## src/rtl/rvc_pkg.sv

```systemverilog
// Package for the RV32C expander: opcodes, field codes, result type and encoders.
package rvc_pkg;

  // Base ISA major opcodes
  localparam logic [6:0] OP_IMM    = 7'h13;
  localparam logic [6:0] OP_LUI    = 7'h37;
  localparam logic [6:0] OP_LOAD   = 7'h03;
  localparam logic [6:0] OP_STORE  = 7'h23;
  localparam logic [6:0] OP_BRANCH = 7'h63;
  localparam logic [6:0] OP_JAL    = 7'h6F;
  localparam logic [6:0] OP_JALR   = 7'h67;
  localparam logic [6:0] OP_REG    = 7'h33;

  // Base ISA funct3 / funct7 codes
  localparam logic [2:0] F3_ADD  = 3'd0;
  localparam logic [2:0] F3_SLL  = 3'd1;
  localparam logic [2:0] F3_WORD = 3'd2;
  localparam logic [2:0] F3_XOR  = 3'd4;
  localparam logic [2:0] F3_SR   = 3'd5;
  localparam logic [2:0] F3_OR   = 3'd6;
  localparam logic [2:0] F3_AND  = 3'd7;
  localparam logic [2:0] F3_BEQ  = 3'd0;
  localparam logic [2:0] F3_BNE  = 3'd1;
  localparam logic [6:0] F7_BASE = 7'h00;
  localparam logic [6:0] F7_SUB  = 7'h20;

  // Architectural registers named by the compressed forms
  localparam logic [4:0] REG_ZERO = 5'd0;
  localparam logic [4:0] REG_RA   = 5'd1;
  localparam logic [4:0] REG_SP   = 5'd2;

  // Compressed quadrants (bits 1:0)
  localparam logic [1:0] QUAD_0    = 2'b00;
  localparam logic [1:0] QUAD_1    = 2'b01;
  localparam logic [1:0] QUAD_2    = 2'b10;
  localparam logic [1:0] QUAD_FULL = 2'b11;

  // Compressed funct3, quadrant 0
  localparam logic [2:0] C0_ADDI4SPN = 3'd0;
  localparam logic [2:0] C0_LW       = 3'd2;
  localparam logic [2:0] C0_SW       = 3'd6;

  // Compressed funct3, quadrant 1
  localparam logic [2:0] C1_ADDI = 3'd0;
  localparam logic [2:0] C1_JAL  = 3'd1;
  localparam logic [2:0] C1_LI   = 3'd2;
  localparam logic [2:0] C1_LUI  = 3'd3;
  localparam logic [2:0] C1_ALU  = 3'd4;
  localparam logic [2:0] C1_J    = 3'd5;
  localparam logic [2:0] C1_BEQZ = 3'd6;
  localparam logic [2:0] C1_BNEZ = 3'd7;

  // Quadrant 1 ALU sub-codes (bits 11:10 and 6:5)
  localparam logic [1:0] ALU_SRLI = 2'd0;
  localparam logic [1:0] ALU_SRAI = 2'd1;
  localparam logic [1:0] ALU_ANDI = 2'd2;
  localparam logic [1:0] ALU_REG  = 2'd3;
  localparam logic [1:0] RR_SUB   = 2'd0;
  localparam logic [1:0] RR_XOR   = 2'd1;
  localparam logic [1:0] RR_OR    = 2'd2;
  localparam logic [1:0] RR_AND   = 2'd3;

  // Compressed funct3, quadrant 2
  localparam logic [2:0] C2_SLLI = 3'd0;
  localparam logic [2:0] C2_LWSP = 3'd2;
  localparam logic [2:0] C2_JR   = 3'd4;
  localparam logic [2:0] C2_SWSP = 3'd6;

  // One expanded word with its flags
  typedef struct packed {
    logic [31:0] word;
    logic        is_compressed;
    logic        illegal;
  } rvc_result_t;

  // I-type encoder
  function automatic logic [31:0] enc_i(logic [11:0] imm, logic [4:0] rs1, logic [2:0] f3,
                                        logic [4:0] rd, logic [6:0] op);
    return {imm, rs1, f3, rd, op};
  endfunction

  // S-type encoder
  function automatic logic [31:0] enc_s(logic [11:0] imm, logic [4:0] rs2, logic [4:0] rs1,
                                        logic [2:0] f3);
    return {imm[11:5], rs2, rs1, f3, imm[4:0], OP_STORE};
  endfunction

  // R-type encoder
  function automatic logic [31:0] enc_r(logic [6:0] f7, logic [4:0] rs2, logic [4:0] rs1,
                                        logic [2:0] f3, logic [4:0] rd);
    return {f7, rs2, rs1, f3, rd, OP_REG};
  endfunction

endpackage

```

## src/rtl/rvc_compressed_expander_unit.sv

```systemverilog
// RV32C expander: input register, decode, result register, one word per cycle.
// A word taken into the input register is decoded, then held in the result register that drives the result ports.
// Throughput: one word every cycle, set by the two register stages only; busy_o stays low.
// Results are strobed by valid_o for one cycle; the receiver cannot stall.
// Reset (rst_ni low, asynchronous) clears both stage valid flags; payload is not reset.
module rvc_compressed_expander_unit (
  input  logic        clk_i,
  input  logic        rst_ni,
  input  logic        start_i,
  output logic        busy_o,
  input  logic [31:0] fetch_word_i,
  output logic        valid_o,
  output logic [31:0] expanded_word_o,
  output logic        is_compressed_o,
  output logic        illegal_o
);
  import rvc_pkg::*;

  logic        in_vld_q;
  logic [31:0] in_word_q;
  logic        out_vld_q;
  rvc_result_t res_d;
  rvc_result_t res_q;

  // Never stalls: every cycle can take a word
  assign busy_o = 1'b0;

  // Input stage
  always_ff @(posedge clk_i or negedge rst_ni) begin
    if (!rst_ni) begin
      in_vld_q <= 1'b0;
    end else begin
      in_vld_q <= start_i;
    end
  end

  always_ff @(posedge clk_i) begin
    if (start_i) begin
      in_word_q <= fetch_word_i;
    end
  end

  // Decode
  rvc_expand u_expand (
    .word_i (in_word_q),
    .res_o  (res_d)
  );

  // Result stage
  always_ff @(posedge clk_i or negedge rst_ni) begin
    if (!rst_ni) begin
      out_vld_q <= 1'b0;
    end else begin
      out_vld_q <= in_vld_q;
    end
  end

  always_ff @(posedge clk_i) begin
    if (in_vld_q) begin
      res_q <= res_d;
    end
  end

  assign valid_o         = out_vld_q;
  assign expanded_word_o = res_q.word;
  assign is_compressed_o = res_q.is_compressed;
  assign illegal_o       = res_q.illegal;

endmodule

```

## src/rtl/rvc_expand.sv

```systemverilog
// Combinational RV32C decoder that rewrites one halfword as its RV32I equivalent, or passes a full 32-bit word through.
module rvc_expand (
  input  logic [31:0]         word_i,
  output rvc_pkg::rvc_result_t res_o
);
  import rvc_pkg::*;

  logic [15:0] h;
  logic [1:0]  quad;
  logic [2:0]  f3;
  logic [4:0]  rd;
  logic [4:0]  rs2;
  logic [4:0]  rdp;
  logic [4:0]  rs2p;
  logic [5:0]  sh;
  logic [11:0] s6;
  logic [11:0] imm_4spn;
  logic [11:0] imm_lw;
  logic [11:0] imm_16sp;
  logic [11:0] imm_lwsp;
  logic [11:0] imm_swsp;
  logic [31:0] j_word;
  logic [31:0] b_word;
  logic [31:0] word;
  logic        bad;

  // Field extraction
  assign h        = word_i[15:0];
  assign quad     = h[1:0];
  assign f3       = h[15:13];
  assign rd       = h[11:7];
  assign rs2      = h[6:2];
  assign rdp      = {2'b01, h[9:7]};
  assign rs2p     = {2'b01, h[4:2]};
  assign sh       = {h[12], h[6:2]};
  assign s6       = {{6{h[12]}}, sh};
  assign imm_4spn = {2'b00, h[10:7], h[12:11], h[5], h[6], 2'b00};
  assign imm_lw   = {5'd0, h[5], h[12:10], h[6], 2'b00};
  assign imm_16sp = {{3{h[12]}}, h[4:3], h[5], h[2], h[6], 4'd0};
  assign imm_lwsp = {4'd0, h[3:2], h[12], h[6:4], 2'b00};
  assign imm_swsp = {4'd0, h[8:7], h[12:9], 2'b00};

  // Jump: offset bits 11 and up all come from h[12]
  assign j_word = {h[12], h[8], h[10:9], h[6], h[7], h[2], h[11], h[5:3], h[12],
                   {8{h[12]}}, 4'd0, (f3 == C1_JAL), OP_JAL};

  // Branch against x0
  assign b_word = {h[12], {3{h[12]}}, h[6:5], h[2], REG_ZERO, rdp,
                   ((f3 == C1_BEQZ) ? F3_BEQ : F3_BNE), h[11:10], h[4:3], h[12], OP_BRANCH};

  // Decode
  always_comb begin
    word = '0;
    bad  = 1'b0;
    case (quad)
      QUAD_0: begin
        case (f3)
          C0_ADDI4SPN: begin
            if (imm_4spn == '0) bad = 1'b1;
            else word = enc_i(imm_4spn, REG_SP, F3_ADD, rs2p, OP_IMM);
          end
          C0_LW:   word = enc_i(imm_lw, rdp, F3_WORD, rs2p, OP_LOAD);
          C0_SW:   word = enc_s(imm_lw, rs2p, rdp, F3_WORD);
          default: bad = 1'b1;
        endcase
      end
      QUAD_1: begin
        case (f3)
          C1_ADDI: word = enc_i(s6, rd, F3_ADD, rd, OP_IMM);
          C1_LI:   word = enc_i(s6, REG_ZERO, F3_ADD, rd, OP_IMM);
          C1_LUI: begin
            if (rd == REG_SP) begin
              if (imm_16sp == '0) bad = 1'b1;
              else word = enc_i(imm_16sp, REG_SP, F3_ADD, REG_SP, OP_IMM);
            end else if (sh == '0) begin
              bad = 1'b1;
            end else begin
              word = {{14{h[12]}}, sh, rd, OP_LUI};
            end
          end
          C1_JAL, C1_J:    word = j_word;
          C1_BEQZ, C1_BNEZ: word = b_word;
          C1_ALU: begin
            case (h[11:10])
              ALU_SRLI, ALU_SRAI: begin
                if (h[12]) bad = 1'b1;
                else word = enc_i({1'b0, h[10], 4'd0, sh}, rdp, F3_SR, rdp, OP_IMM);
              end
              ALU_ANDI: word = enc_i(s6, rdp, F3_AND, rdp, OP_IMM);
              default: begin
                if (h[12]) begin
                  bad = 1'b1;
                end else begin
                  case (h[6:5])
                    RR_SUB:  word = enc_r(F7_SUB, rs2p, rdp, F3_ADD, rdp);
                    RR_XOR:  word = enc_r(F7_BASE, rs2p, rdp, F3_XOR, rdp);
                    RR_OR:   word = enc_r(F7_BASE, rs2p, rdp, F3_OR, rdp);
                    default: word = enc_r(F7_BASE, rs2p, rdp, F3_AND, rdp);
                  endcase
                end
              end
            endcase
          end
          default: bad = 1'b1;
        endcase
      end
      QUAD_2: begin
        case (f3)
          C2_SLLI: begin
            if (h[12]) bad = 1'b1;
            else word = enc_i({6'd0, sh}, rd, F3_SLL, rd, OP_IMM);
          end
          C2_LWSP: begin
            if (rd == REG_ZERO) bad = 1'b1;
            else word = enc_i(imm_lwsp, REG_SP, F3_WORD, rd, OP_LOAD);
          end
          C2_SWSP: word = enc_s(imm_swsp, rs2, REG_SP, F3_WORD);
          C2_JR: begin
            // MV/ADD when rs2 is set, otherwise JR/JALR; rd of zero is reserved or EBREAK
            if (rs2 != REG_ZERO) begin
              word = enc_r(F7_BASE, rs2, (h[12] ? rd : REG_ZERO), F3_ADD, rd);
            end else if (rd == REG_ZERO) begin
              bad = 1'b1;
            end else begin
              word = enc_i(12'd0, rd, F3_ADD, (h[12] ? REG_RA : REG_ZERO), OP_JALR);
            end
          end
          default: bad = 1'b1;
        endcase
      end
      default: word = word_i;
    endcase
  end

  // Result assembly
  always_comb begin
    res_o.is_compressed = (quad != QUAD_FULL);
    res_o.illegal       = bad;
    res_o.word          = bad ? 32'd0 : word;
  end

endmodule
```

## config.mk

```make
export PLATFORM = sky130hd
export DESIGN_NAME = rvc_compressed_expander_unit
export DESIGN_NICKNAME = d
export VERILOG_FILES = /design/src/rtl/rvc_pkg.sv /design/src/rtl/rvc_compressed_expander_unit.sv /design/src/rtl/rvc_expand.sv
export SDC_FILE = /design/constraint.sdc
export NUM_CORES = 1
export LEC_CHECK = 0
export BUFFER_PORTS_ARGS = -buffer_cell sky130_fd_sc_hd__buf_2
export CORE_MARGIN = 5
export CORE_UTILIZATION = 60
export DETAILED_ROUTE_END_ITERATION = 8
export PLACE_DENSITY = 0.89
export SYNTH_ARGS = -nofsm -noshare
export SYNTH_HDL_FRONTEND = slang
export SYNTH_HIERARCHICAL = 1
export SYNTH_SLANG_ARGS = --single-unit
export TNS_END_PERCENT = 50
```

## constraint.sdc

```tcl
create_clock -name clk_i -period 4.1 [get_ports clk_i]
set_input_delay 1.23 -clock clk_i [delete_from_list [all_inputs] [get_ports clk_i]]
set_output_delay 1.23 -clock clk_i [all_outputs]
set_load 0.03 [all_outputs]
```

# Yosys cells after proc, flatten, opt, wreduce, memory -nomap -nowiden

Cells that the tools add are included.

ROM bits: 0
Memories kept: 0
Memory bits (writable): 0
Bits in latches: 0
Register bits: 68
Output and inout port bits: 36

Add/subtract/negate cells: 0
Div/mod/pow operators: 0
Mux-type cells: 31
Shift-type cells: 0
Eq/ne operators: 15
Magnitude comparators: 0
Reduce and logical (&&, ||, !) cells: 13
Multiply operators: 0
Bitwise gates (word level): 0

Operators by type and width:

| cell                                                                   | number |
|---|---|
| 32-bit case mux with 3 select lines                                    | 2 |
| 32-bit case mux with 6 select lines                                    | 1 |
| 32-bit 2-to-1 mux                                                      | 5 |
| 32-bit case mux with 4 select lines                                    | 1 |
| 31-bit case mux with 3 select lines                                    | 1 |
| 32-bit case mux with 2 select lines                                    | 1 |
| 31-bit 2-to-1 mux                                                      | 1 |
| 30-bit 2-to-1 mux                                                      | 1 |
| 28-bit 2-to-1 mux                                                      | 1 |
| 25-bit 2-to-1 mux                                                      | 1 |
| 12-bit logical NOT                                                     | 2 |
| 20-bit 2-to-1 mux                                                      | 1 |
| 3-bit equality test (second input constant)                            | 4 |
| 1-bit 2-to-1 mux                                                       | 10 |
| 2-bit OR reduction                                                     | 4 |
| 2-bit by 1-bit equality test with 1-bit output (second input constant) | 3 |
| 2-bit equality test (second input constant)                            | 3 |
| 3-bit by 2-bit equality test with 1-bit output (second input constant) | 2 |
| 2-bit logical NOT                                                      | 3 |
| 6-bit logical NOT                                                      | 1 |
| 5-bit by 2-bit equality test with 1-bit output (second input constant) | 1 |
| 5-bit logical NOT                                                      | 1 |
| 5-bit 2-to-1 mux                                                       | 1 |
| 5-bit nonzero test                                                     | 1 |
| other kinds (6)                                                        | 7 |

# Depth between registers and ports, before layout

Gate-level depths: netlist of the first run.

Depth after elaboration: 6
Gate-level depth with buffers: 8
Gate-level depth less buffers: 6

# Modules after synthesis

The synthesis of the first run kept the hierarchy.

Modules (own cells, without submodules):

| module                       | instances | cells each | sequential area each (sq um) | area each (sq um) |
|---|---|---|---|---|
| rvc_compressed_expander_unit | 1         | 70         | 2031.9                       | 2043.2 |
| rvc_expand                   | 1         | 305        | 0.0                          | 1821.7 |

# Least setup slack after synthesis of the first run

No wires, ideal clock.

Kind: register -> register
Start point: register in_word_q[5]
End point: register res_q, in the netlist expanded_word_o[8] (data pin)
Required time: 3.846 ns
Stages on the path, launching flop included: 7
Buffers on the path: 1
Slack: 2.075 ns
Arrival time: 1.771 ns
Cell sequence: edfxtp_1 -> buf_6 -> or4_4 -> o31a_1 -> o41ai_2 -> o21ai_1 -> a21bo_1

Word-level cells in the longest chain between the ends: 5
Elaborated cells between the ends (all ways): 22
Those cells by class: mux (18); reduce/logical (4)

Ends and longest elaborated chain:

| what                                                                                             | line                               | RTL |
|---|---|---|
| from (decl)                                                                                      | rvc_compressed_expander_unit.sv:20 | `logic [31:0] in_word_q;` |
| from (signal assigned)                                                                           | rvc_compressed_expander_unit.sv:39 | `in_word_q <= fetch_word_i;` |
| 12-bit logical NOT / 6-bit logical NOT (equally long branches)                                   | rvc_expand.sv:73, rvc_expand.sv:75 |  |
| 32-bit 2-to-1 mux (tied with other cells)                                                        | rvc_expand.sv:73                   | `if (imm_16sp == '0) bad = 1'b1;` |
| 32-bit 2-to-1 mux / 1-bit 2-to-1 mux (equally long branches)                                     | rvc_expand.sv:72                   | `if (rd == REG_SP) begin` |
| 32-bit case mux with 6 select lines / 1-bit case mux with 2 select lines (equally long branches) | rvc_expand.sv:68                   | `case (f3)` |
| 32-bit case mux with 3 select lines / 1-bit case mux with 3 select lines (equally long branches) | rvc_expand.sv:55                   | `case (quad)` |
| to (signal assigned)                                                                             | rvc_compressed_expander_unit.sv:60 | `res_q <= res_d;` |
| to (decl)                                                                                        | rvc_compressed_expander_unit.sv:23 | `rvc_result_t res_q;` |

Parallel ways exist; a longest one is shown, timed or not.
A chain may end at the register's enable or synchronous reset.

# Worst setup path in the final report of the first run

Start point: register in_word_q[13]
End point: register res_q, in the netlist expanded_word_o[27] (data pin)

Word-level cells in the longest chain between the ends: 4
Elaborated cells between the ends (all ways): 19
Those cells by class: eq/ne (7); mux (8); reduce/logical (4)

Ends and longest elaborated chain:

| what                                                                                             | line |
|---|---|
| 3-bit equality test (tied with other cells)                                                      | rvc_expand.sv:68 |
| 2-bit OR reduction, on equally long branches                                                     | n/a |
| 32-bit case mux with 6 select lines / 1-bit case mux with 2 select lines (equally long branches) | rvc_expand.sv:68, rvc_expand.sv:57 |
| 32-bit case mux with 3 select lines / 1-bit case mux with 3 select lines (equally long branches) | rvc_expand.sv:55 |

Parallel ways exist; a longest one is shown, timed or not.

==> results by group, run 1 <==
Run status
  • Outcome: finished, violations left
  • Failing checks: DRC

Critical path
  • Crit Path Class: flop to flop
  • CP Launch Point: in_word_q[13]
  • CP max stage cell: nor2_1
  • CP peak stage delay: 0.85 ns
  • Crit path arrival time: 3.31 ns
  • Worst endpoint required time: 4.29 ns
  • RR Startpoint: in_word_q[13]
  • Delay-heaviest family, CP: simple AND/OR/NAND/NOR gates
  • R2r setup slk: 0.98 ns
  • Critical Path Fanout Max: 15
  • Crit end category: flop
  • Crit-path cells: nor2_1 > nand2_1 > nor4_1 > a222oi_1 > o21ai_0
  • Reg2reg path depth: 5
  • Setup crit start kind: flop
  • CP bufs+invs: 0
  • Reg2reg end: expanded_word_o[27]

Yosys
  • Synth area leaders: edfxtp_1 51%, o21ai_0 3.9%, nand2_1 3.3%
  • Flops & latches, synth: 68
  • Ys flop type: edfxtp_1
  • Top cell type's share of synthesized area: 51.3%
  • Netlist cell types: 69
  • Seq/Total Area, Yosys: 52.6%
  • Synth cell count leaders: 66 x edfxtp_1, 34 x nand2_1, 30 x o21ai_0, 27 x nor2_1, 24 x a21oi_1
  • Yosys warnings: 6
  • Ys async rst share: 2.94%
  • Avg Synthesized Cell Area: 10.3 um2
  • Synthesized area: 3860 um2
  • Leading area contributor after synthesis: edfxtp_1
  • Synthesized net count: 410
  • Synth Instances: 375
  • Count leader, synth: edfxtp_1
  • Post-synth EDFFs: 66

Worst hold path
  • Hold WC Path Type: flop to flop
  • Worst hold path endpoint: valid_o
  • Hold path cells: 0
  • HP Start: in_vld_q

Die
  • Num rows: 29
  • DIE AREA: 8150 um2
  • Die Height: 90.3 um
  • DIE WIDTH: 90.3 um
  • Initial Util: 61.2%
  • Core area: 6310 um2
  • I/O pin total: 71

Cells and area
  • Syn-to-layout area delta: 14.1%
  • Antenna cells: 0
  • Fin nets: 466
  • Share of layout cells above drive strength 1: 25.2%

Place
  • Final GP Congestion: 1.08
  • DPL Wire Length: 8.80 mm
  • Buffers on Ports: 69

Global route
  • M3 GR Usage: 10.8%
  • Initial antenna violation count: 0
  • All-Layer GR Usage: 31.6%
  • Global-route wire length before repair: 20.2 mm
  • Gr ovfl total: 0
  • Met1 GRT Util: 41.5%
  • Vias in the first global route: 3635
  • GRT busiest layer: met2
  • GR Util met2: 46.2%
  • Pin count of the biggest net entering global routing: 35

STA
  • Final hold vios: 0
  • Fin crit period: 3.12 ns
  • Fin Hold WS: 0.393 ns
  • RSZ-0062 raised after global routing: no
  • Slew Limit Fails: 0
  • Final cycle utilization of the critical path: 76.1%
  • Tightest Pin Transition: 1.08 ns
  • Max frequency: 0.321 GHz
  • Setup TNS: 0 ns
  • Clk_skew: 0.0109 ns
  • Setup violations, final: 0
  • Rel. slew slack: 27.8%

Route
  • # DRC: 14
  • Initial drt markers: 983
  • First drt pass iteration count: 9
  • DR vias/cell: 7.27
  • DR vias: 3729
  • WL final: 12.9 mm
  • Antenna Nets Post-Route: 0
  • WL/cell: 25.1 um

Clock tree
  • Post_cts resized: 0
  • Clock Sinks: 68
  • Clk buf depth: 2
  • Clk Latency, worst-skew pair: 0.36 ns
  • Postcts setup bufs: 0
  • CTS Hold Buffers Added: 0
  • Root Buffer: clkbuf_8
  • CTS tree: built
  • CTS Buf Count: 9
  • Clock slew at reported path FFs: 0.07 ns
  • Htree depth: 3

Power and ir drop
  • Sequential share of power: 49.0%
  • Sw frac: 32.9%
  • Peak supply drop: 0.315 mV
  • Internal: 1250 uW
  • P_leak: 0.00166 uW
  • Pwr Total: 1870 uW
  • Clock power frac: 29.1%
  • Gate power share: 21.9%
  • Switch Pwr: 614 uW
  • PD cells: 424 nW/um2

Job
  • Max Cap Viol: 0
[power groups by stage]
stage / clock network [uW] / registers (uW) / logic (uW)
5_1_grt: 586 / 921 / 431
4_1_cts: 546 / 911 / 396
6_report: 544 / 915 / 409
2_1_floorplan: 0 / 974 / 206
3_5_place_dp: 0 / 925 / 394
3_3_place_gp: 0 / 925 / 392
[metal layers]
layer	share of wire, %	wire, um	vias up
met2	44	5630	391
met5	0	0	-
met4	6.4	826	0
met1	36	4590	1683
li1	-	-	1564
met3	14	1850	91
[through the flow]
step	worst slack (ns)	utilization, %	area, um2	instances
finish	0.981	69.8	4410	513
global route	0.861	69.8	4410	513
CTS	1.22	69.8	4410	513
detailed placement	1.30	66.8	4220	497
global placement	1.14	66.8	4220	497
floorplan	2.07	-	3860	375
[worst max-delay path by stage]
stage	endpoint	slack, ns	depth (start not counted)
global placement	expanded_word_o[27]	1.14	5
detailed placement	expanded_word_o[27]	1.30	5
CTS	expanded_word_o[27]	1.22	5
global route	expanded_word_o[27]	0.86	5
finish	expanded_word_o[27]	0.98	5
floorplan	expanded_word_o[8]	2.07	6
[state kept, by name, indices dropped and copies added (netlist names)]
register / cells
in_vld_q: 1
in_word_q: 32
illegal_o: 1
valid_o: 1
expanded_word_o: 32
is_compressed_o: 1
[cells by family after synthesis]
family / after synthesis / synth area share [%]
AND/OR/NAND/NOR: 119 / 16.4
other: 1 / 0.0970
buffers and inverters: 46 / 5.37
multiplexers: 1 / 0.259
AO/OA/AOI/OAI: 140 / 25.3
flip-flops: 68 / 52.6
[final cells by class]
class | instances | area [um2]
clock inverter | 6 | 63.8
inverter | 14 | 52.6
fill | 499 | 1900
clock buffer | 10 | 128
tap | 77 | 96.3
multi-input combinational | 261 | 1630
sequential | 68 | 2030
timing repair buffer | 77 | 405
[placed cells by master, fill, tap and decap left out, types with 6 or more instances in the layout]
cell	n
a21o_1	6
a21oi_1	24
a22oi_1	7
a31oi_1	11
buf_2	69
buf_4	8
clkbuf_8	9
edfxtp_1	66
inv_1	12
nand2_1	34
nand2b_1	7
nand3_1	8
nor2_1	27
nor2b_1	8
nor3_1	6
o211ai_1	6
o21ai_0	30
Power figures use the tool's default switching activity.
==> run 2: changes to the inputs <==
ABC_AREA = 1   (was default)
CORE_UTILIZATION = 51   (was 60)
PLACE_DENSITY = 0.81   (was 0.89)
clock period = 2.8 ns   (was 4.1 ns; I/O delays follow)
==> run 2 against run 1 <==
Compared with the run above: the run now ends clean; area after synthesis is 4.4% higher; clock power is 67% higher; non-clock buffer count stayed put; via count is 6.0% higher; critical endpoint is now expanded_word_o[22]; largest power group unchanged.
==> results by group, run 2 <==
Clock tree
  • Clk Latency, worst-skew pair: 0.35 ns
  • Clock Sinks: 68
  • CTS tree: built
  • Clock slew at reported path FFs: 0.08 ns
  • Postcts setup bufs: 0
  • Htree depth: 3
  • CTS Hold Buffers Added: 0
  • CTS Buf Count: 9
  • Post_cts resized: 0
  • Root Buffer: clkbuf_8
  • Clk buf depth: 2

Route
  • DR vias/cell: 6.12
  • # DRC: 0
  • Initial drt markers: 494
  • Antenna Nets Post-Route: 0
  • DR vias: 3952
  • WL final: 14.1 mm
  • First drt pass iteration count: 6
  • WL/cell: 21.9 um

Yosys
  • Synthesized area: 4030 um2
  • Ys flop type: edfxtp_1
  • Synth cell count leaders: 134 x nand2_1, 66 x edfxtp_1, 49 x nand3_1, 43 x nor2_1, 29 x a21oi_1
  • Leading area contributor after synthesis: edfxtp_1
  • Post-synth EDFFs: 66
  • Synth area leaders: edfxtp_1 49%, nand2_1 12%, nand3_1 6.1%
  • Top cell type's share of synthesized area: 49.1%
  • Yosys warnings: 6
  • Synth Instances: 471
  • Flops & latches, synth: 68
  • Seq/Total Area, Yosys: 50.4%
  • Avg Synthesized Cell Area: 8.56 um2
  • Count leader, synth: nand2_1
  • Synthesized net count: 506
  • Ys async rst share: 2.94%
  • Netlist cell types: 39

Cells and area
  • Layout fillers: 690
  • Antenna cells: 0
  • Most common cell after layout, fill and taps aside: nand2_1
  • Most frequent cells in the layout: 134 x nand2_1, 69 x buf_2, 66 x edfxtp_1
  • Syn-to-layout area delta: 15.3%
  • Fin nets: 574
  • Share of layout cells above drive strength 1: 24.3%

STA
  • Rel. slew slack: 50.3%
  • Setup violations, final: 0
  • Clk_skew: 0.0139 ns
  • Fin crit period: 2.28 ns
  • Final worst slack: 0.516 ns
  • Tightest Pin Transition: 0.746 ns
  • Setup TNS: 0 ns
  • RSZ-0062 raised after global routing: no
  • Max frequency: 0.438 GHz
  • Final cycle utilization of the critical path: 81.6%
  • Final hold vios: 0
  • Slew Limit Fails: 0

Power and ir drop
  • PD cells: 623 nW/um2
  • P_leak: 0.00207 uW
  • Peak supply drop: 0.516 mV

Die
  • I/O pin total: 71
  • Die Height: 98.9 um
  • Num rows: 32
  • Initial Util: 52.2%
  • Core area: 7730 um2
  • DIE WIDTH: 98.9 um
  • DIE AREA: 9790 um2

Critical path
  • CP peak stage delay: 0.64 ns
  • Crit end category: flop
  • Critical Path Fanout Max: 11
  • Crit-path cells: inv_6 > nand3_4 > inv_2 > nand2_1 > nand3_1 > nand2_1 > nand3_1 > nand2_1 > a21oi_1
  • Top cell by count, worst path: nand2_1
  • CP max stage cell: edfxtp_1
  • Worst endpoint required time: 2.99 ns
  • Crit path arrival time: 2.48 ns
  • Setup crit start kind: flop
  • Crit Path Class: flop to flop

Global route
  • Vias in the first global route: 3684
  • Global-route wire length before repair: 21.2 mm
  • Initial antenna violation count: 0
  • All-Layer GR Usage: 28.8%
  • Pin count of the biggest net entering global routing: 34
  • Gr ovfl total: 0

Job
  • Max Cap Viol: 0

Place
  • Final GP Congestion: 1.08
  • Dpl ws: 0.639 ns
  • DPL Wire Length: 10.4 mm
  • Buffers on Ports: 69

Worst hold path
  • Hold WC Path Type: input port to async pin

Run status
  • Outcome: finished, final reports clean
[run 2: path summary, 6_finish.rpt]
kind,startpoint,endpoint,slack [ns],cells after the start
worst max-delay path,in_word_q[13],expanded_word_o[22],0.52,9
min in group clk_i,in_word_q[30],expanded_word_o[30],0.53,2
worst min-delay path,rst_ni,valid_o,0.26,1
worst min register to register,in_word_q[30],expanded_word_o[30],0.53,2
worst max register to register,in_word_q[13],expanded_word_o[22],0.52,9
max in group asynchronous,rst_ni,in_vld_q,2.44,1
[run 2: metrics by stage]
stage	instances	total power, uW	utilization, %	hold WS, ns	area (um2)
finish	646	2900	60.2	0.264	4650
global placement	630	1990	57.3	0.511	4430
CTS	646	2890	60.2	0.252	4650
floorplan	471	1770	-	0.494	4030
detailed placement	630	1990	57.3	0.521	4430
global route	646	3010	60.2	0.244	4650
[run 2: power breakdown]
group | internal (uW) | switching (uW)
Sequential | 1240 | 78.6
Combinational | 182 | 484
Clock | 506 | 405
[run 2: layout make-up]
type / count / area, um2 / share of cell area (%)
multi-input combinational: 345 / 1710 / 36.7
tap: 102 / 128 / 2.74
sequential: 68 / 2030 / 43.7
inverter: 38 / 155 / 3.34
clock inverter: 7 / 98.8 / 2.13
clock buffer: 9 / 124 / 2.66
timing repair buffer: 77 / 405 / 8.72
[run 2: worst max-delay path, delay by kind of cell, from the launching register on]
| kind | cells | cell delay (ns) |
|---|---|---|
| AOI/OAI and AO/OA | 1 | 0.18 |
| buffers and inverters | 2 | 0.44 |
| DFF | 1 | 0.64 |
| and+or+nand+nor | 6 | 0.85 |
[run 2: cell families (layout without fill, tap and decap cells)]
group | count (synthesis) | in the layout | synth area share [%]
buffers and inverters | 58 | 131 | 7.32
DFF | 68 | 68 | 50.4
and+or+nand+nor | 268 | 268 | 31.5
AOI/OAI and AO/OA | 76 | 76 | 10.7
other | 1 | 1 | 0.0930
[run 2: layer usage]
| metal | vias up | GRT usage (%) | share of wire [%] |
|---|---|---|---|
| li1 | 1759 | - | - |
| met1 | 1784 | 38.2 | 39 |
| met2 | 332 | 44.2 | 44 |
| met3 | 77 | 5.17 | 11 |
| met4 | 0 | 16.7 | 6.1 |
| met5 | - | 0 | 0 |
